==> src/escaped_frame_deframer_crc8_core_defines.svh <==
// Assertion macros for the deframer core
`ifndef ESCAPED_FRAME_DEFRAMER_CRC8_CORE_DEFINES_SVH
`define ESCAPED_FRAME_DEFRAMER_CRC8_CORE_DEFINES_SVH

`ifndef SYNTHESIS
`define EFD_ASSERT_IMPL(label, ante, cons) \
    label: assert property (@(posedge clk) disable iff (!rst_n) (ante) |-> (cons)) \
        else $error("assertion failed");
`define EFD_ASSERT_NEXT(label, ante, cons) \
    label: assert property (@(posedge clk) disable iff (!rst_n) (ante) |=> (cons)) \
        else $error("assertion failed");
`else
`define EFD_ASSERT_IMPL(label, ante, cons)
`define EFD_ASSERT_NEXT(label, ante, cons)
`endif

`endif

==> src/efd_crc8_pkg.sv <==
`timescale 1ns / 1ps
`default_nettype none

package efd_crc8_pkg;

    localparam int PAYLOAD_SIZE = 64;
    localparam int CNT_W        = $clog2(PAYLOAD_SIZE);
    localparam int CFG_IDX_W    = 2;

    localparam logic [CFG_IDX_W-1:0] REG_START_CODE  = 2'd0;
    localparam logic [CFG_IDX_W-1:0] REG_END_CODE    = 2'd1;
    localparam logic [CFG_IDX_W-1:0] REG_ESCAPE_CODE = 2'd2;

    localparam logic [7:0] START_CODE_RST  = 8'd192;
    localparam logic [7:0] END_CODE_RST    = 8'd193;
    localparam logic [7:0] ESCAPE_CODE_RST = 8'd219;
    localparam logic [7:0] ESC_XOR         = 8'hFF;

    localparam logic [7:0] CRC_BIT_TERMS [8] = '{
        8'h5e, 8'hbc, 8'h61, 8'hc2, 8'h9d, 8'h23, 8'h46, 8'h8c
    };

    typedef enum logic [1:0] {
        MODE_IDLE    = 2'd0,
        MODE_CMD     = 2'd1,
        MODE_PAYLOAD = 2'd2,
        MODE_ESC     = 2'd3
    } mode_t;

    typedef enum logic [2:0] {
        KIND_CMD     = 3'd0,
        KIND_PAYLOAD = 3'd1,
        KIND_GOOD    = 3'd2,
        KIND_BAD     = 3'd3,
        KIND_ABANDON = 3'd4
    } kind_t;

    typedef struct packed {
        logic [7:0] start_code;
        logic [7:0] end_code;
        logic [7:0] escape_code;
    } cfg_t;

    // Dallas/Maxim CRC-8, reflected, one byte
    function automatic logic [7:0] crc_step(input logic [7:0] crc, input logic [7:0] b);
        logic [7:0] x;
        logic [7:0] r;
        x = crc ^ b;
        r = 8'd0;
        for (int i = 0; i < 8; i++)
        begin
            if (x[i])
            begin
                r = r ^ CRC_BIT_TERMS[i];
            end
        end
        return r;
    endfunction

    // payload bytes passed on, saturated at 63
    function automatic logic [5:0] delivered_len(input logic [CNT_W-1:0] cnt);
        int n;
        n = (cnt == '0) ? 0 : int'(cnt) - 1;
        if (n > 63)
        begin
            n = 63;
        end
        return 6'(n);
    endfunction

endpackage

`default_nettype wire

==> src/efd_crc8_ifs.sv <==
`timescale 1ns / 1ps
`default_nettype none

interface efd_crc8_rx_if;
    logic       valid;
    logic       ready;
    logic [7:0] rx_byte;

    modport source (output valid, output rx_byte, input ready);
    modport sink (input valid, input rx_byte, output ready);
endinterface

interface efd_crc8_res_if;
    logic       valid;
    logic       ready;
    logic [2:0] kind;
    logic [7:0] data;
    logic [5:0] frame_length;

    modport source (output valid, output kind, output data, output frame_length, input ready);
    modport sink (input valid, input kind, input data, input frame_length, output ready);
endinterface

`default_nettype wire

==> src/efd_crc8_cfg.sv <==
`timescale 1ns / 1ps
`default_nettype none

module efd_crc8_cfg (
    input  wire logic                               clk,
    input  wire logic                               rst_n,
    input  wire logic                               cfg_we,
    input  wire logic [efd_crc8_pkg::CFG_IDX_W-1:0] cfg_index,
    input  wire logic [7:0]                         cfg_data,
    output efd_crc8_pkg::cfg_t                      cfg
);
    import efd_crc8_pkg::*;

    cfg_t cfg_reg;
    cfg_t cfg_next;

    always_comb
    begin
        cfg_next = cfg_reg;
        if (cfg_we)
        begin
            case (cfg_index)
                REG_START_CODE:  cfg_next.start_code  = cfg_data;
                REG_END_CODE:    cfg_next.end_code    = cfg_data;
                REG_ESCAPE_CODE: cfg_next.escape_code = cfg_data;
                default:         cfg_next = cfg_reg;
            endcase
        end
    end

    always_ff @(posedge clk or negedge rst_n)
    begin
        if (!rst_n)
        begin
            cfg_reg.start_code  <= START_CODE_RST;
            cfg_reg.end_code    <= END_CODE_RST;
            cfg_reg.escape_code <= ESCAPE_CODE_RST;
        end
        else
        begin
            cfg_reg <= cfg_next;
        end
    end

    assign cfg = cfg_reg;

endmodule

`default_nettype wire

==> src/efd_crc8_step.sv <==
`timescale 1ns / 1ps
`default_nettype none
`include "escaped_frame_deframer_crc8_core_defines.svh"

module efd_crc8_step (
    input  wire logic          clk,
    input  wire logic          rst_n,
    input  efd_crc8_pkg::cfg_t cfg,
    efd_crc8_rx_if.sink        rx,
    efd_crc8_res_if.source     res
);
    import efd_crc8_pkg::*;

    localparam logic [CNT_W-1:0] CNT_MAX = CNT_W'(PAYLOAD_SIZE - 2);

    mode_t            mode_reg, mode_next;
    logic [CNT_W-1:0] cnt_reg, cnt_next;
    logic [7:0]       cmd_reg, cmd_next;
    logic [7:0]       held_reg, held_next;
    logic [7:0]       crc_reg, crc_next;

    logic             res_valid_reg, res_valid_next;
    kind_t            res_kind_reg, res_kind_next;
    logic [7:0]       res_data_reg, res_data_next;
    logic [5:0]       res_len_reg, res_len_next;

    logic             in_ready;
    logic             acc;
    logic [7:0]       c;
    logic [7:0]       pay_byte;
    logic             in_frame;
    logic             is_open, is_esc, is_restart, is_end, is_cmd, is_take;
    logic             ovf, first;
    logic             emit;
    kind_t            emit_kind;
    logic [7:0]       emit_data;
    logic [5:0]       emit_len;

    assign in_ready = !res_valid_reg || res.ready;
    assign acc      = rx.valid && in_ready;
    assign c        = rx.rx_byte;
    assign pay_byte = (mode_reg == MODE_ESC) ? (c ^ ESC_XOR) : c;

    // byte decode, escape before start before end
    assign in_frame   = (mode_reg == MODE_CMD) || (mode_reg == MODE_PAYLOAD);
    assign is_open    = (mode_reg == MODE_IDLE) && (c == cfg.start_code);
    assign is_esc     = in_frame && (c == cfg.escape_code);
    assign is_restart = in_frame && !is_esc && (c == cfg.start_code);
    assign is_end     = in_frame && !is_esc && !is_restart && (c == cfg.end_code);
    assign is_cmd     = (mode_reg == MODE_CMD) && !is_esc && !is_restart && !is_end;
    assign is_take    = (mode_reg == MODE_ESC)
                      || ((mode_reg == MODE_PAYLOAD) && !is_esc && !is_restart && !is_end);
    assign ovf        = cnt_reg >= CNT_MAX;
    assign first      = cnt_reg == '0;

    // next state
    always_comb
    begin
        mode_next = mode_reg;
        cnt_next  = cnt_reg;
        cmd_next  = cmd_reg;
        held_next = held_reg;
        crc_next  = crc_reg;
        if (acc)
        begin
            if (is_open || is_restart)
            begin
                mode_next = MODE_CMD;
                cnt_next  = '0;
                cmd_next  = 8'd0;
                held_next = 8'd0;
                crc_next  = 8'd0;
            end
            else if (is_esc)
            begin
                mode_next = MODE_ESC;
            end
            else if (is_end)
            begin
                mode_next = MODE_IDLE;
            end
            else if (is_cmd)
            begin
                mode_next = MODE_PAYLOAD;
                cmd_next  = c;
            end
            else if (is_take)
            begin
                if (ovf)
                begin
                    mode_next = MODE_IDLE;
                end
                else
                begin
                    mode_next = MODE_PAYLOAD;
                    held_next = pay_byte;
                    cnt_next  = cnt_reg + CNT_W'(1);
                    if (!first)
                    begin
                        crc_next = crc_step(crc_reg, held_reg);
                    end
                end
            end
        end
    end

    // result
    always_comb
    begin
        emit      = 1'b0;
        emit_kind = KIND_CMD;
        emit_data = 8'd0;
        emit_len  = 6'd0;
        if (is_restart)
        begin
            emit      = 1'b1;
            emit_kind = KIND_ABANDON;
            emit_data = cmd_reg;
            emit_len  = delivered_len(cnt_reg);
        end
        else if (is_end)
        begin
            emit      = 1'b1;
            emit_kind = (!first && (crc_reg == held_reg)) ? KIND_GOOD : KIND_BAD;
            emit_data = cmd_reg;
            emit_len  = delivered_len(cnt_reg);
        end
        else if (is_cmd)
        begin
            emit      = 1'b1;
            emit_kind = KIND_CMD;
            emit_data = c;
        end
        else if (is_take)
        begin
            if (ovf)
            begin
                emit      = 1'b1;
                emit_kind = KIND_ABANDON;
                emit_data = cmd_reg;
                emit_len  = delivered_len(cnt_reg);
            end
            else if (!first)
            begin
                emit      = 1'b1;
                emit_kind = KIND_PAYLOAD;
                emit_data = held_reg;
            end
        end
    end

    assign res_valid_next = in_ready ? (acc && emit) : res_valid_reg;
    assign res_kind_next  = emit_kind;
    assign res_data_next  = emit_data;
    assign res_len_next   = emit_len;

    always_ff @(posedge clk or negedge rst_n)
    begin
        if (!rst_n)
        begin
            mode_reg      <= MODE_IDLE;
            cnt_reg       <= '0;
            cmd_reg       <= 8'd0;
            held_reg      <= 8'd0;
            crc_reg       <= 8'd0;
            res_valid_reg <= 1'b0;
        end
        else
        begin
            mode_reg      <= mode_next;
            cnt_reg       <= cnt_next;
            cmd_reg       <= cmd_next;
            held_reg      <= held_next;
            crc_reg       <= crc_next;
            res_valid_reg <= res_valid_next;
        end
    end

    always_ff @(posedge clk)
    begin
        if (acc && emit)
        begin
            res_kind_reg <= res_kind_next;
            res_data_reg <= res_data_next;
            res_len_reg  <= res_len_next;
        end
    end

    assign rx.ready         = in_ready;
    assign res.valid        = res_valid_reg;
    assign res.kind         = res_kind_reg;
    assign res.data         = res_data_reg;
    assign res.frame_length = res_len_reg;

    `EFD_ASSERT_IMPL(a_stall_blocks_rx, res_valid_reg && !res.ready, !rx.ready)
    `EFD_ASSERT_IMPL(a_cnt_bound, 1'b1, cnt_reg <= CNT_MAX)
    `EFD_ASSERT_IMPL(a_byte_len_zero, res_valid_reg && (res_kind_reg == KIND_CMD || res_kind_reg == KIND_PAYLOAD), res_len_reg == 6'd0)
    `EFD_ASSERT_NEXT(a_esc_leaves, acc && (mode_reg == MODE_ESC), mode_reg == MODE_PAYLOAD || mode_reg == MODE_IDLE)

endmodule

`default_nettype wire

==> src/escaped_frame_deframer_crc8_core.sv <==
// A result is registered and valid in the cycle after the byte that causes it is transferred.
// Accepts one received byte per cycle; a stalled result holds off rx only while it waits.
// The per-byte decode and CRC-8 update are combinational between rx and the state and result registers.
// Reset (rst_n, async, active low): codes return to 192/193/219, deframer to idle, no result.
`timescale 1ns / 1ps
`default_nettype none

module escaped_frame_deframer_crc8_core (
    input  wire logic                               clk,
    input  wire logic                               rst_n,
    efd_crc8_rx_if.sink                             rx,
    efd_crc8_res_if.source                          res,
    input  wire logic                               cfg_we,
    input  wire logic [efd_crc8_pkg::CFG_IDX_W-1:0] cfg_index,
    input  wire logic [7:0]                         cfg_data
);
    import efd_crc8_pkg::*;

    cfg_t cfg;

    efd_crc8_cfg u_cfg (
        .clk       (clk),
        .rst_n     (rst_n),
        .cfg_we    (cfg_we),
        .cfg_index (cfg_index),
        .cfg_data  (cfg_data),
        .cfg       (cfg)
    );

    efd_crc8_step u_step (
        .clk   (clk),
        .rst_n (rst_n),
        .cfg   (cfg),
        .rx    (rx),
        .res   (res)
    );

endmodule

`default_nettype wire
==> src/flat_wrapper.sv <==
// flat-port wrapper written by rule: the top's interface ports become plain ports
module escaped_frame_deframer_crc8_core_flat import efd_crc8_pkg::*;
  (clk, rst_n, cfg_we, cfg_index, cfg_data, rx_valid, rx_rx_byte, rx_ready, res_valid, res_kind, res_data, res_frame_length, res_ready);
  efd_crc8_rx_if rx_i ();
  efd_crc8_res_if res_i ();
  input  wire logic clk;
  input  wire logic rst_n;
  input  wire logic cfg_we;
  input  wire logic [efd_crc8_pkg::CFG_IDX_W-1:0] cfg_index;
  input  wire logic [7:0] cfg_data;
  input wire logic [$bits(rx_i.valid)-1:0] rx_valid;
  input wire logic [$bits(rx_i.rx_byte)-1:0] rx_rx_byte;
  output wire logic [$bits(rx_i.ready)-1:0] rx_ready;
  output wire logic [$bits(res_i.valid)-1:0] res_valid;
  output wire logic [$bits(res_i.kind)-1:0] res_kind;
  output wire logic [$bits(res_i.data)-1:0] res_data;
  output wire logic [$bits(res_i.frame_length)-1:0] res_frame_length;
  input wire logic [$bits(res_i.ready)-1:0] res_ready;
  assign rx_i.valid = rx_valid;
  assign rx_i.rx_byte = rx_rx_byte;
  assign rx_ready = rx_i.ready;
  assign res_valid = res_i.valid;
  assign res_kind = res_i.kind;
  assign res_data = res_i.data;
  assign res_frame_length = res_i.frame_length;
  assign res_i.ready = res_ready;
  escaped_frame_deframer_crc8_core u_core (.clk(clk), .rst_n(rst_n), .rx(rx_i), .res(res_i), .cfg_we(cfg_we), .cfg_index(cfg_index), .cfg_data(cfg_data));
endmodule
==> config.mk <==
export PLATFORM = sky130hd
export DESIGN_NAME = escaped_frame_deframer_crc8_core_flat
export DESIGN_NICKNAME = d
export VERILOG_FILES = /design/src/efd_crc8_pkg.sv /design/src/efd_crc8_ifs.sv /design/src/efd_crc8_cfg.sv /design/src/efd_crc8_step.sv /design/src/escaped_frame_deframer_crc8_core.sv /design/src/flat_wrapper.sv
export VERILOG_INCLUDE_DIRS = /design/src /design/src/src
export SDC_FILE = /design/constraint.sdc
export NUM_CORES = 1
export LEC_CHECK = 0
export BUFFER_PORTS_ARGS = -buffer_cell sky130_fd_sc_hd__buf_2
export CAP_MARGIN = 20
export CORE_MARGIN = 1.5
export CORE_UTILIZATION = 45
export DETAILED_ROUTE_END_ITERATION = 8
export HOLD_SLACK_MARGIN = 0.08
export SLEW_MARGIN = 15
export SYNTH_ARGS = -nofsm -noshare
export SYNTH_HDL_FRONTEND = slang
export SYNTH_HIERARCHICAL = 1
export SYNTH_SLANG_ARGS = --single-unit
==> constraint.sdc <==
create_clock -name clk -period 3.8 [get_ports clk]
set_clock_uncertainty 0.15 [all_clocks]
set_input_delay 0.19 -clock clk [delete_from_list [all_inputs] [get_ports clk]]
set_output_delay 0.19 -clock clk [all_outputs]
set_load 0.02 [all_outputs]
==> Yosys cells after proc, flatten, opt, wreduce, memory -nomap -nowiden <==
Index checks and enable logic that the tools add are counted.
{ "word_totals": {"register_bits": 74, "inputBits": 23} }
{ "op_classes": {"bitwise": 9, "n_eq_ne": 14, "add_sub_neg": 2, "n_lt_le_gt_ge": 2, "n_mux": 119, "reduce_logical": 37} }
{ "ops": {"columns": ["cell", "n"], "rows": [
  ["8-bit 2-to-1 mux", 84],
  ["6-bit 2-to-1 mux", 13],
  ["8-bit equality test", 4],
  ["32-bit by 7-bit greater-than comparator with 1-bit output (second input constant)", 1],
  ["32-bit 2-to-1 mux", 1],
  ["7-bit 2-to-1 mux", 3],
  ["1-bit logical AND", 15],
  ["3-bit NOT", 5],
  ["2-bit 2-to-1 mux", 6],
  ["3-bit 2-to-1 mux", 4],
  ["2-bit by 1-bit inequality test with 1-bit output (second input constant)", 5],
  ["5-bit NOT", 2],
  ["1-bit 2-to-1 mux", 8],
  ["8-bit NOT", 1],
  ["2-bit AND reduction", 4],
  ["8-bit bitwise XOR", 1],
  ["7-bit AND reduction", 1],
  ["6-bit by 1-bit subtractor with 7-bit output (second input constant)", 1],
  ["6-bit by 1-bit adder with 6-bit output (second input constant)", 1],
  ["2-bit equality test (second input constant)", 3],
  ["6-bit >= comparator (second input constant)", 1],
  ["6-bit zero test", 1],
  ["6-bit AND reduction", 1],
  ["1-bit zero test", 5],
  ["6 further kinds", 12]
]} }

==> Logic depth before layout (Yosys ltp) <==
Gate-level depths: netlist of run 1.
{ "depth": {"word_depth": 87, "depth_mapped": 11, "mapped_depth_nobuf": 9} }

==> Cells and area by module <==
The synthesis of run 1 kept the hierarchy.
{ "modules_own_cells": {"columns": ["mod", "cells_each", "instances", "seq_area_each_um2", "area_each_um2"], "rows": [
  ["efd_crc8_step", 334, 1, 1336.3, 3305.7],
  ["efd_crc8_cfg", 51, 1, 614.3, 925.9]
]} }

==> Least setup slack after synthesis of run 1 <==
OpenSTA, ideal clock, no wires.
{ "synth_path": {"kind": "register to register", "from": "register u_core.u_cfg.cfg_reg, in the netlist u_core/u_cfg/cfg[23]", "to": "register u_core.u_step.res_data_reg[0], in the netlist u_core/u_step/res.data[0], enable pin", "required_time_ns": 3.260, "path_buffers": 0, "setup_time_ns": 0.390, "slack_ns": 0.997, "period_less_slack_ns": 2.803, "arrival_ns": 2.262, "stages_incl_launch_ff": 8, "path_cell_list": "dfstp_2 > xor2_1 > nor4_1 > nand2_1 > nand2_1 > a21oi_1 > o22a_1 > nor2_1"} }
{ "synth_via": {"elab_chain_cells": 13} }
{ "synth_rtl": {"columns": ["item", "line_no", "source"], "rows": [
  ["start, declared", "efd_crc8_cfg.sv:14", "cfg_t cfg_reg;"],
  ["start signal, assigned", "efd_crc8_cfg.sv:41", "cfg_reg <= cfg_next;"],
  ["8-bit equality test (*)", "efd_crc8_step.sv:48", "assign is_restart = in_frame && !is_esc && (c == cfg.start_code);"],
  ["1-bit logical AND (*)", "efd_crc8_step.sv:48", null],
  ["1-bit zero test", "efd_crc8_step.sv:49, efd_crc8_step.sv:50, efd_crc8_step.sv:52", null],
  ["1-bit logical AND (2 in a row)", "efd_crc8_step.sv:49", "assign is_end = in_frame && !is_esc && !is_restart && (c == cfg.end_code);"],
  ["1-bit zero test", "efd_crc8_step.sv:50, efd_crc8_step.sv:52", null],
  ["1-bit logical AND", "efd_crc8_step.sv:52", "|| ((mode_reg == MODE_PAYLOAD) && !is_esc && !is_restart && !is_end);"],
  ["1-bit logical OR", "efd_crc8_step.sv:52", null],
  ["1-bit 2-to-1 mux", "efd_crc8_step.sv:134", "else if (is_take)"],
  ["1-bit 2-to-1 mux", "efd_crc8_step.sv:128", "else if (is_cmd)"],
  ["1-bit 2-to-1 mux", "efd_crc8_step.sv:121", "else if (is_end)"],
  ["1-bit 2-to-1 mux (*)", "efd_crc8_step.sv:114", "if (is_restart)"],
  ["1-bit logical AND (*)", "efd_crc8_step.sv:181", "if (acc && emit)"],
  ["end signal, assigned", "efd_crc8_step.sv:184", "res_data_reg <= res_data_next;"],
  ["end, declared", "efd_crc8_step.sv:24", "logic [7:0] res_data_reg, res_data_next;"]
]} }
Every way passes the cells marked *; elsewhere a longest branch is shown, timed or not.
A chain may end at the register's enable or synchronous reset.

==> Worst setup path in the final report of run 1 <==
{ "layout_path": {"from": "input port rx_rx_byte[5]", "to": "register u_core.u_step.cnt_reg[0]"} }
{ "layout_via": {"elab_chain_cells": 13} }
{ "layout_rtl": {"columns": ["item", "line_no", "source"], "rows": [
  ["start, declared", "flat_wrapper.sv:12", "input wire logic [$bits(rx_i.rx_byte)-1:0] rx_rx_byte;"],
  ["8-bit equality test", "efd_crc8_step.sv:47", "assign is_esc = in_frame && (c == cfg.escape_code);"],
  ["1-bit logical AND", "efd_crc8_step.sv:47", null],
  ["1-bit zero test", null, null],
  ["1-bit logical AND", "efd_crc8_step.sv:48, efd_crc8_step.sv:49", null],
  ["1-bit logical AND", "efd_crc8_step.sv:48", null],
  ["1-bit zero test", "efd_crc8_step.sv:49, efd_crc8_step.sv:50, efd_crc8_step.sv:52", null],
  ["1-bit logical AND (2 in a row)", "efd_crc8_step.sv:49", null],
  ["1-bit zero test", "efd_crc8_step.sv:50, efd_crc8_step.sv:52", null],
  ["1-bit logical AND", "efd_crc8_step.sv:52", null],
  ["1-bit logical OR", "efd_crc8_step.sv:52", null],
  ["2-bit nonzero test (no line)", null, null],
  ["6-bit AND reduction (no line)", null, null],
  ["end signal, assigned", "efd_crc8_step.sv:171", "cnt_reg <= cnt_next;"],
  ["end, declared", "efd_crc8_step.sv:17", "logic [CNT_W-1:0] cnt_reg, cnt_next;"]
]} }
Several ways; a longest one is shown, not always the timed one.

==> out/qor.yml, run 1 <==
setup_path:
  critPathRequiredTime_ps: 3940
  cp-end-kind: "flop"
  critical-path-max-stage-delay_ps: 570
  slowest_stage: "a211o_1"
  path_delay_family: "simple AND/OR/NAND/NOR gates"
  start_kind: "input pin"
  cp.arrival_ps: 3200
  worstSetupPathType: "in -> reg"
  critPathBufInv: 2
  path_max_fanout: 14
  path_cells: "dlygate4sd3_1 -> buf_2 -> xnor2_1 -> nand4_2 -> nor2_1 -> a211o_1 -> nand2b_1 -> nor2_2 -> mux2_2"
  reg2reg_slack_ps: 760
global_route:
  grt_overflow: 0
  track_usage_pct: 21.2
  grt_max_degree: 58
  grt_pass1_wl_mm: 16.1
  antenna_found_initial: 0
  grt_pass1_vias: 3113
yosys:
  synth_edf_count: 17
  synth_area_per_cell_um2: 11.0
  ys_seq_elements: 74
  mappedNetlistArea_um2: 4230
  synth_cells: 385
  synthFlopType: "dfrtp_1"
  async_reset_ff_share_pct: 77.0
  yosys_warnings: 6
  synth-seq-area-share_pct: 46.1
  synth.net_count: 416
  synth.distinct_cells: 55
power_and_ir_drop:
  p_switching_mw: 1.52
  p_comb_share_pct: 47.0
  power_frac_clock_pct: 17.9
  p_sw_share_pct: 39.7
  power.density_nw_per_um2: 779
  p_int_mw: 2.30
  vdd_ir_drop_max_uv: 286
  seqPwrFrac_pct: 35.1
  p_leak_nw: 2.05
cells_and_area:
  fill_cells: 812
  largest_reg_flops: 24
  diodes: 0
  syn_to_final_growth_pct: 15.9
  nets: 474
  final_common_cell: "dfrtp_1"
  final_cell_mix: "dfrtp_1 (46), buf_2 (41), nand2_1 (30)"
  drive_above_1_share_pct: 25.9
clock_network:
  cts_max_level: 3
  cts_made_buffers: 9
  clock_sinks: 74
  cts_tree: "done"
  ctsRootBufferMaster: "clkbuf_8"
  clock_path_buffers: 2
  path_clk_slew_ps: 80
  clock_latency_ps: 340
  cts_setup_buffers: 0
sta:
  final-hold-violation-count: 0
  rsz0062_at_grt: "no"
  drv_slew: 0
  fin_ws_ps: 738
  timing.fmax_mhz: 327
  period_needed_ps: 3060
  tightest_slew_ps: 830
  slew_headroom_pct: 44.6
  finalSetupViolations: 0
  period_share_pct: 80.6
  tns_ps: 0
die:
  chipWidth_um: 100
  dieArea_um2: 9990
  coreArea_um2: 9200
  pin_count: 42
  die_h_um: 100
  fp-row-count: 35
  start_util_pct: 46.0
placement:
  numPortBuffers: 41
  hpwlAfterDp_mm: 7.21
  routabilityCongestion: 0.961
  place_ws_ps: 788
route:
  drcViolationCount: 0
  drtAntennaViolNets: 0
  vias: 3089
  viasPerCell: 5.53
  drt_iter0_drc: 203
  drt-total-wl_mm: 9.96
  firstDrtPassIters: 5
  wl_per_cell_um: 17.8
run:
  maxCapViolations: 0
min_path:
  min_path_type: "in -> reg"
run_status:
  status: "finished, final reports clean"
power by group through the flow:
stage,registers [mW],clock network (mW),logic [mW]
finish,1.34,0.683,1.80
global route,1.37,0.734,1.98
CTS,1.34,0.705,1.80
detailed placement,1.36,0,1.79
global placement,1.35,0,1.77
floorplan,1.38,0,1.33
through the flow:
step | instance area, um2 | hold slack [ps] | instances | utilization, % | power (mW)
after floorplan | 4230 | -256 | 385 | - | 2.71
after global placement | 4510 | 243 | 525 | 49.0 | 3.12
after detailed placement | 4510 | 243 | 525 | 49.0 | 3.15
after CTS | 4900 | 147 | 559 | 53.3 | 3.85
after global routing | 4900 | 155 | 559 | 53.3 | 4.09
final | 4900 | 161 | 559 | 53.3 | 3.82
layout make-up:
class | count | area (um2) | area share [%]
timing repair buffer | 64 | 423 | 8.62
sequential | 74 | 1950 | 39.8
inverter | 16 | 60.1 | 1.22
clock inverter | 6 | 90.1 | 1.84
tap | 111 | 139 | 2.83
multi-input combinational | 278 | 2110 | 43.1
clock buffer | 10 | 128 | 2.60
layer usage:
layer	track usage, %	vias to the layer above	part of all wire (%)
met5	0	-	0
li1	-	1492	-
met2	35.1	97	48
met1	28.4	1487	46
met3	3.06	13	4.2
met4	7.69	0	1.8
path summary, 6_finish.rpt:
check / start / to / depth (start not counted)
max reg2reg: u_core/u_step/mode_reg[0] / u_core/u_step/cnt_reg[0] / 8
max: rx_rx_byte[5] / u_core/u_step/cnt_reg[0] / 9
min: cfg_index[0] / u_core/u_cfg/cfg[19] / 3
max in group asynchronous: rst_n / u_core/u_cfg/cfg[16] / 3
min in group asynchronous: rst_n / u_core/u_step/crc_reg[4] / 3
min reg2reg: u_core/u_step/crc_reg[2] / u_core/u_step/crc_reg[2] / 1
synth_stat cells (all sizes together), types with 3 or more instances:
master / count / area (um2)
o2bb2ai: 6 / 52.6
dfstp: 11 / 289
nand2: 30 / 113
or2: 3 / 18.8
nor3: 15 / 80.1
nor2b: 4 / 25.0
nand2b: 4 / 25.0
xnor2: 27 / 236
a22o: 9 / 78.8
mux2i: 10 / 100
edfxtp: 17 / 510
ha: 8 / 100
o211ai: 10 / 75.1
or4: 3 / 26.3
clkbuf: 6 / 22.5
xor2: 29 / 254
a21oi: 10 / 50.1
buf: 11 / 85.1
nand3: 13 / 70.1
o21ai: 12 / 60.1
mux2: 26 / 293
nand4: 3 / 31.3
nor2: 19 / 73.8
inv: 16 / 60.1
dfrtp: 46 / 1150
nor4: 9 / 62.6
a21o: 5 / 37.5
cell families (layout without fill, tap and decap cells):
logic type                 count (synthesis)  after routing  synth area share (%)
and+or+nand+nor                          109            109                  14.0
DFF                                       74             74                  46.1
AOI/OAI and AO/OA                         69             69                  12.7
xor gates and xnor gates                  56             56                  11.6
muxes                                     36             36                  9.28
buffers and inverters                     33             96                  3.96
adders and majority gates                  8              8                  2.37
what timing repair did:
action                    in CTS  in global routing
hold endpoints to repair      79                  0
hold buffers                  18                  0
resized for setup              0                  0
tightest hold or removal path: stages:
cell,delay [ps]
buf_2,120
nor3b_4,90
mux2_2,220
Note: power is estimated with default switching activity, not from simulation.
==> inputs of run 2 (changes only) <==
Settings changed: PLACE_DENSITY set to 0.66.
Clock period 3.8 ns to 2.7 ns, I/O delays scaled along.
==> out/qor.yml, run 2 (same netlist as run 1, synthesis figures left out) <==
run_status:
  status: "finished, final reports clean"  # unchanged
sta:
  fin_ws_ps: 59.4  # was 738 ps
  period_needed_ps: 2640
  period_share_pct: 97.8
  drv_slew: 0  # unchanged
  tns_ps: 0  # unchanged
  tightest_slew_ps: 765  # was 830 ps
  final-hold-violation-count: 0  # unchanged
  timing.fmax_mhz: 379
  finalSetupViolations: 0  # unchanged
  rsz0062_at_grt: "yes"  # was no
  slew_headroom_pct: 49.0  # was 44.6%
route:
  drtAntennaViolNets: 0  # unchanged
  drt-total-wl_mm: 9.81  # was 9.96 mm
  drt_iter0_drc: 111  # was 203
  drcViolationCount: 0  # unchanged
  firstDrtPassIters: 4  # was 5
  viasPerCell: 5.50  # was 5.53
  vias: 3247  # was 3089
  wl_per_cell_um: 16.6  # was 17.8 um
cells_and_area:
  register_area_um2: 1950  # unchanged
  final_cell_mix: "dfrtp_1 (46), buf_2 (40), buf_4 (34)"  # was dfrtp_1 (46), buf_2 (41), nand2_1 (30)
  multi_input_area_um2: 2170  # was 2110 um2
  syn_to_final_growth_pct: 22.7  # was 15.9%
  fill_cells: 810  # was 812
  largest_reg_flops: 24  # unchanged
  fin_util_pct: 56.4  # was 53.3%
  diodes: 0  # unchanged
  final_common_cell: "dfrtp_1"  # unchanged
  drive_above_1_share_pct: 33.2  # was 25.9%
  final-instance-count-excl-fill: 590  # was 559
  nets: 505  # was 474
die:
  die_h_um: 100  # unchanged
  chipWidth_um: 100  # unchanged
  pin_count: 42  # unchanged
  start_util_pct: 46.0  # unchanged
  fp-row-count: 35  # unchanged
  dieArea_um2: 9990  # unchanged
  coreArea_um2: 9200  # unchanged
power_and_ir_drop:
  power_mw: 5.51  # was 3.82 mW
  p_switching_mw: 2.18  # was 1.52 mW
  p_int_mw: 3.34  # was 2.30 mW
  vdd_ir_drop_max_uv: 391  # was 286 uV
  seqPwrFrac_pct: 33.5  # was 35.1%
  power_frac_clock_pct: 16.2  # was 17.9%
  power.density_nw_per_um2: 1060  # was 779 nW/um2
  p_sw_share_pct: 39.5  # was 39.7%
  p_comb_share_pct: 50.3  # was 47.0%
  p_leak_nw: 2.21  # was 2.05 nW
placement:
  numPortBuffers: 41  # unchanged
  place_ws_ps: -55.4  # was 788 ps
  dp_cells: 555  # was 525
  hpwlAfterDp_mm: 7.19  # was 7.21 mm
  routabilityCongestion: 0.910  # was 0.961
setup_path:
  rr_worst_depth: 8  # unchanged
  critPathRequiredTime_ps: 2840  # was 3940 ps
  cp-end-kind: "flop"  # unchanged
  start_kind: "input pin"  # unchanged
  cp.arrival_ps: 2780  # was 3200 ps
  worstSetupPathType: "in -> reg"  # unchanged
  path_max_fanout: 10  # was 14
global_route:
  grt_pass1_vias: 3230  # was 3113
  grt_max_degree: 34  # was 58
  track_usage_pct: 20.7  # was 21.2%
  antenna_found_initial: 0  # unchanged
  grt_overflow: 0  # unchanged
  grt_pass1_wl_mm: 16.0  # was 16.1 mm
clock_network:
  ctsRootBufferMaster: "clkbuf_8"  # unchanged
  clock_path_buffers: 2  # unchanged
  path_clk_slew_ps: 80  # about the same
  cts_tree: "done"  # unchanged
  cts_setup_buffers: 0  # unchanged
  cts_max_level: 3  # unchanged
  clock_sinks: 74  # unchanged
  clock_latency_ps: 360  # was 340 ps
  cts_made_buffers: 9  # unchanged
min_path:
  min_path_cells: 3  # unchanged
  min_path_type: "in -> reg"  # unchanged
run:
  maxCapViolations: 0  # unchanged
## run 2: cell count changes in the layout (fill, tap and decap cells not counted), sizes merged
cell | before | now
inv | 17 | 19
dlygate4sd3 | 18 | 19
buf | 46 | 75
clkinv | 2 | 0
bufinv | 2 | 1
clkbuf | 10 | 12
## run 2: path summary, 6_finish.rpt
check,from,end,slack [ps]
max in group asynchronous,rst_n,u_core/u_cfg/cfg[3],1410
min in group asynchronous,rst_n,u_core/u_step/crc_reg[6],230
max,rx_rx_byte[6],u_core/u_step/res.valid,60
min reg2reg,u_core/u_step/crc_reg[6],u_core/u_step/crc_reg[6],370
max reg2reg,u_core/u_step/mode_reg[1],u_core/u_step/cnt_reg[0],80
min,cfg_index[0],u_core/u_cfg/cfg[21],90
## run 2: per-layer routing
| metal | routed length (um) | GRT usage [%] | vias up |
|---|---|---|---|
| li1 | - | - | 1555 |
| met2 | 4860 | 34.4 | 89 |
| met5 | 0 | 0 | - |
| met3 | 385 | 3.69 | 17 |
| met1 | 4320 | 26.7 | 1586 |
| met4 | 244 | 9.32 | 0 |
## run 2: timing repair
item,in CTS,in global routing
endpoints found under the setup margin,11,22
gates resized for setup,2,13
endpoints found under the hold margin,64,0
pin swaps,0,4
hold buffers,19,0
gates cloned,0,0
## run 2: final cells by class
type / instances / area share [%]
Clock buffer: 11 / 2.72
Multi-Input combinational cell: 278 / 41.8
Sequential cell: 74 / 37.6
Inverter: 16 / 1.16
Tap cell: 111 / 2.68
Timing Repair Buffer: 95 / 13.0
Clock inverter: 5 / 1.13
## run 2: critical path, stage by stage
cell and delay (ps):
dlygate4sd3_1 520, buf_2 180, xor2_1 160, nor4_1 300, buf_4 170, nand2_1 40, buf_4 180, nand2_2 90
a21oi_1 70, o22a_1 200, o21ai_0 160, dlygate4sd3_1 570
## run 2: per-stage QoR
stage / hold WS (ps) / cell area [um2]
2_1_floorplan: -311 / 4240
3_3_place_gp: 93.9 / 4750
3_5_place_dp: 102 / 4750
4_1_cts: 82.6 / 5150
5_1_grt: 95.9 / 5190
6_report: 89.1 / 5190
## run 2: power groups by stage
stage	logic, mW	registers, mW	clock network (mW)
final	2.77	1.85	0.892
after global routing	3.04	1.89	0.965
after CTS	2.74	1.85	0.907
after detailed placement	2.69	1.87	0
after global placement	2.62	1.85	0
after floorplan	1.88	1.95	0
==> inputs of run 3 (changes only) <==
Settings changed: CTS_BUF_LIST set to sky130_fd_sc_hd__clkbuf_2 sky130_fd_sc_hd__clkbuf_4 sky130_fd_sc_hd__clkbuf_8, PLACE_DENSITY 0.66 to 0.62.
==> out/qor.yml, run 3 (same netlist as run 1, synthesis figures left out) <==
run_status:
  status: "finished, final reports clean"  # unchanged
setup_path:
  cp.arrival_ps: 2790  # was 2780 ps
  rr_worst_depth: 11  # was 8
  start_kind: "flop"  # was input pin
  critPathRequiredTime_ps: 2840  # about the same
  path_max_fanout: 6  # was 10
  cp-end-kind: "flop"  # unchanged
  worstSetupPathType: "reg -> reg"  # was in -> reg
sta:
  finalSetupViolations: 0  # unchanged
  timing.fmax_mhz: 377  # was 379 MHz
  worst_hold_slack_ps: 88.7  # was 89.1 ps
  tns_ps: 0  # unchanged
  tightest_slew_ps: 478  # was 765 ps
  period_share_pct: 98.2  # was 97.8%
  drv_slew: 0  # unchanged
  final-hold-violation-count: 0  # unchanged
  slew_headroom_pct: 67.9  # was 49.0%
  period_needed_ps: 2650  # was 2640 ps
run:
  maxCapViolations: 0  # unchanged
die:
  coreArea_um2: 9200  # unchanged
  start_util_pct: 46.0  # unchanged
  chipWidth_um: 100  # unchanged
  die_h_um: 100  # unchanged
  dieArea_um2: 9990  # unchanged
  pin_count: 42  # unchanged
  fp-row-count: 35  # unchanged
cells_and_area:
  multi_input_area_um2: 2210  # was 2170 um2
  largest_reg_flops: 24  # unchanged
  drive_above_1_share_pct: 36.7  # was 33.2%
  final-instance-count-excl-fill: 602  # was 590
  final_cell_mix: "dfrtp_1 (46), buf_4 (46), buf_2 (41)"  # was dfrtp_1 (46), buf_2 (40), buf_4 (34)
  fin_util_pct: 58.7  # was 56.4%
  nets: 517  # was 505
  register_area_um2: 1950  # unchanged
  syn_to_final_growth_pct: 27.5  # was 22.7%
  fill_cells: 783  # was 810
  diodes: 0  # unchanged
power_and_ir_drop:
  vdd_ir_drop_max_uv: 478  # was 391 uV
  seqPwrFrac_pct: 31.0  # was 33.5%
  power_mw: 5.92  # was 5.51 mW
  p_int_mw: 3.67  # was 3.34 mW
  p_switching_mw: 2.25  # was 2.18 mW
  power.density_nw_per_um2: 1100  # was 1060 nW/um2
  p_sw_share_pct: 38.0  # was 39.5%
  power_frac_clock_pct: 19.8  # was 16.2%
  p_comb_share_pct: 49.3  # was 50.3%
  p_leak_nw: 2.32  # was 2.21 nW
min_path:
  min_path_type: "in -> reg"  # unchanged
  min_path_cells: 4  # was 3
clock_network:
  clock_latency_ps: 350  # was 360 ps
  clock_path_buffers: 2  # unchanged
  cts_tree: "done"  # unchanged
  cts_made_buffers: 9  # unchanged
  cts_max_level: 3  # unchanged
  ctsRootBufferMaster: "clkbuf_8"  # unchanged
  clock_sinks: 74  # unchanged
  path_clk_slew_ps: 80  # about the same
placement:
  hpwlAfterDp_mm: 7.66  # was 7.19 mm
  dp_cells: 567  # was 555
  routabilityCongestion: 0.914  # was 0.910
  numPortBuffers: 41  # unchanged
global_route:
  antenna_found_initial: 0  # unchanged
  grt_pass1_wl_mm: 17.4  # was 16.0 mm
  grt_pass1_vias: 3408  # was 3230
  track_usage_pct: 22.6  # was 20.7%
  grt_max_degree: 58  # was 34
  grt_overflow: 0  # unchanged
route:
  wl_per_cell_um: 17.3  # was 16.6 um
  drt-total-wl_mm: 10.4  # was 9.81 mm
  vias: 3276  # was 3247
  firstDrtPassIters: 4  # unchanged
  viasPerCell: 5.44  # was 5.50
  drcViolationCount: 0  # unchanged
  drt_iter0_drc: 124  # was 111
  drtAntennaViolNets: 0  # unchanged
run 3: cell count changes in the layout (fill, tap and decap cells not counted), moves of 2 or more:
| cell | previous run | this run |
|---|---|---|
| dlygate4sd3_1 | 19 | 17 |
| buf_4 | 34 | 46 |
| bufinv_16 | 1 | 4 |
| inv_4 | 2 | 0 |
run 3: what timing repair did:
item | 4_1_cts | 5_1_grt
endpoints found under the hold margin | 90 | 0
endpoints found under the setup margin | 10 | 45
hold buffers | 17 | 0
cloned | 0 | 0
gates resized for setup | 1 | 23
pin swaps | 0 | 3
setup buffers | 0 | 2
run 3: critical path: stages (launching register included):
cell      delay (ps)
dfrtp_1          420
inv_2             90
ha_4             290
buf_4            130
nor2b_1           70
o21bai_2         220
nor3_2           210
nor2b_2          170
mux2i_2          110
buf_4            170
or4_1            470
nand3_1          100
run 3: power by group through the flow:
| stage | Combinational (mW) | Clock (mW) | Sequential, mW |
|---|---|---|---|
| 3_5_place_dp | 2.76 | 0 | 1.85 |
| 6_report | 2.91 | 1.17 | 1.83 |
| 4_1_cts | 2.81 | 1.19 | 1.83 |
| 2_1_floorplan | 1.88 | 0 | 1.95 |
| 3_3_place_gp | 2.74 | 0 | 1.84 |
| 5_1_grt | 3.19 | 1.25 | 1.88 |
run 3: routing by layer:
metal / vias up / part of all wire (%) / wire length (um) / GRT usage [%]
li1: 1580 / - / - / -
met4: 0 / 0.78 / 81 / 6.28
met2: 72 / 52 / 5400 / 40.0
met3: 8 / 3.4 / 358 / 3.76
met5: - / 0 / 0 / 0
met1: 1616 / 44 / 4590 / 28.7
run 3: worst paths after layout:
check | start | end | slack [ps]
max | u_core/u_step/mode_reg[0] | u_core/u_step/crc_reg[4] | 50
min | rx_rx_byte[5] | u_core/u_step/cmd_reg[5] | 90
max reg2reg | u_core/u_step/mode_reg[0] | u_core/u_step/crc_reg[4] | 50
min reg2reg | u_core/u_step/crc_reg[5] | u_core/u_step/crc_reg[5] | 370
max in group asynchronous | rst_n | u_core/u_cfg/cfg[14] | 1910
min in group asynchronous | rst_n | u_core/u_step/res.valid | 140
run 3: cell type report:
cell class | instances | area share (%)
Clock buffer | 10 | 2.43
Timing Repair Buffer | 107 | 14.3
Multi-Input combinational cell | 278 | 40.9
Inverter | 16 | 1.11
Tap cell | 111 | 2.57
Sequential cell | 74 | 36.1
Clock inverter | 6 | 2.55
run 3: stage by stage:
step | instance area, um2 | worst slack, ps
after floorplan | 4240 | 12.6
after global placement | 4850 | -19.4
after global routing | 5400 | -46.0
after detailed placement | 4850 | -39.8
after CTS | 5290 | 27.9
final | 5400 | 47.7
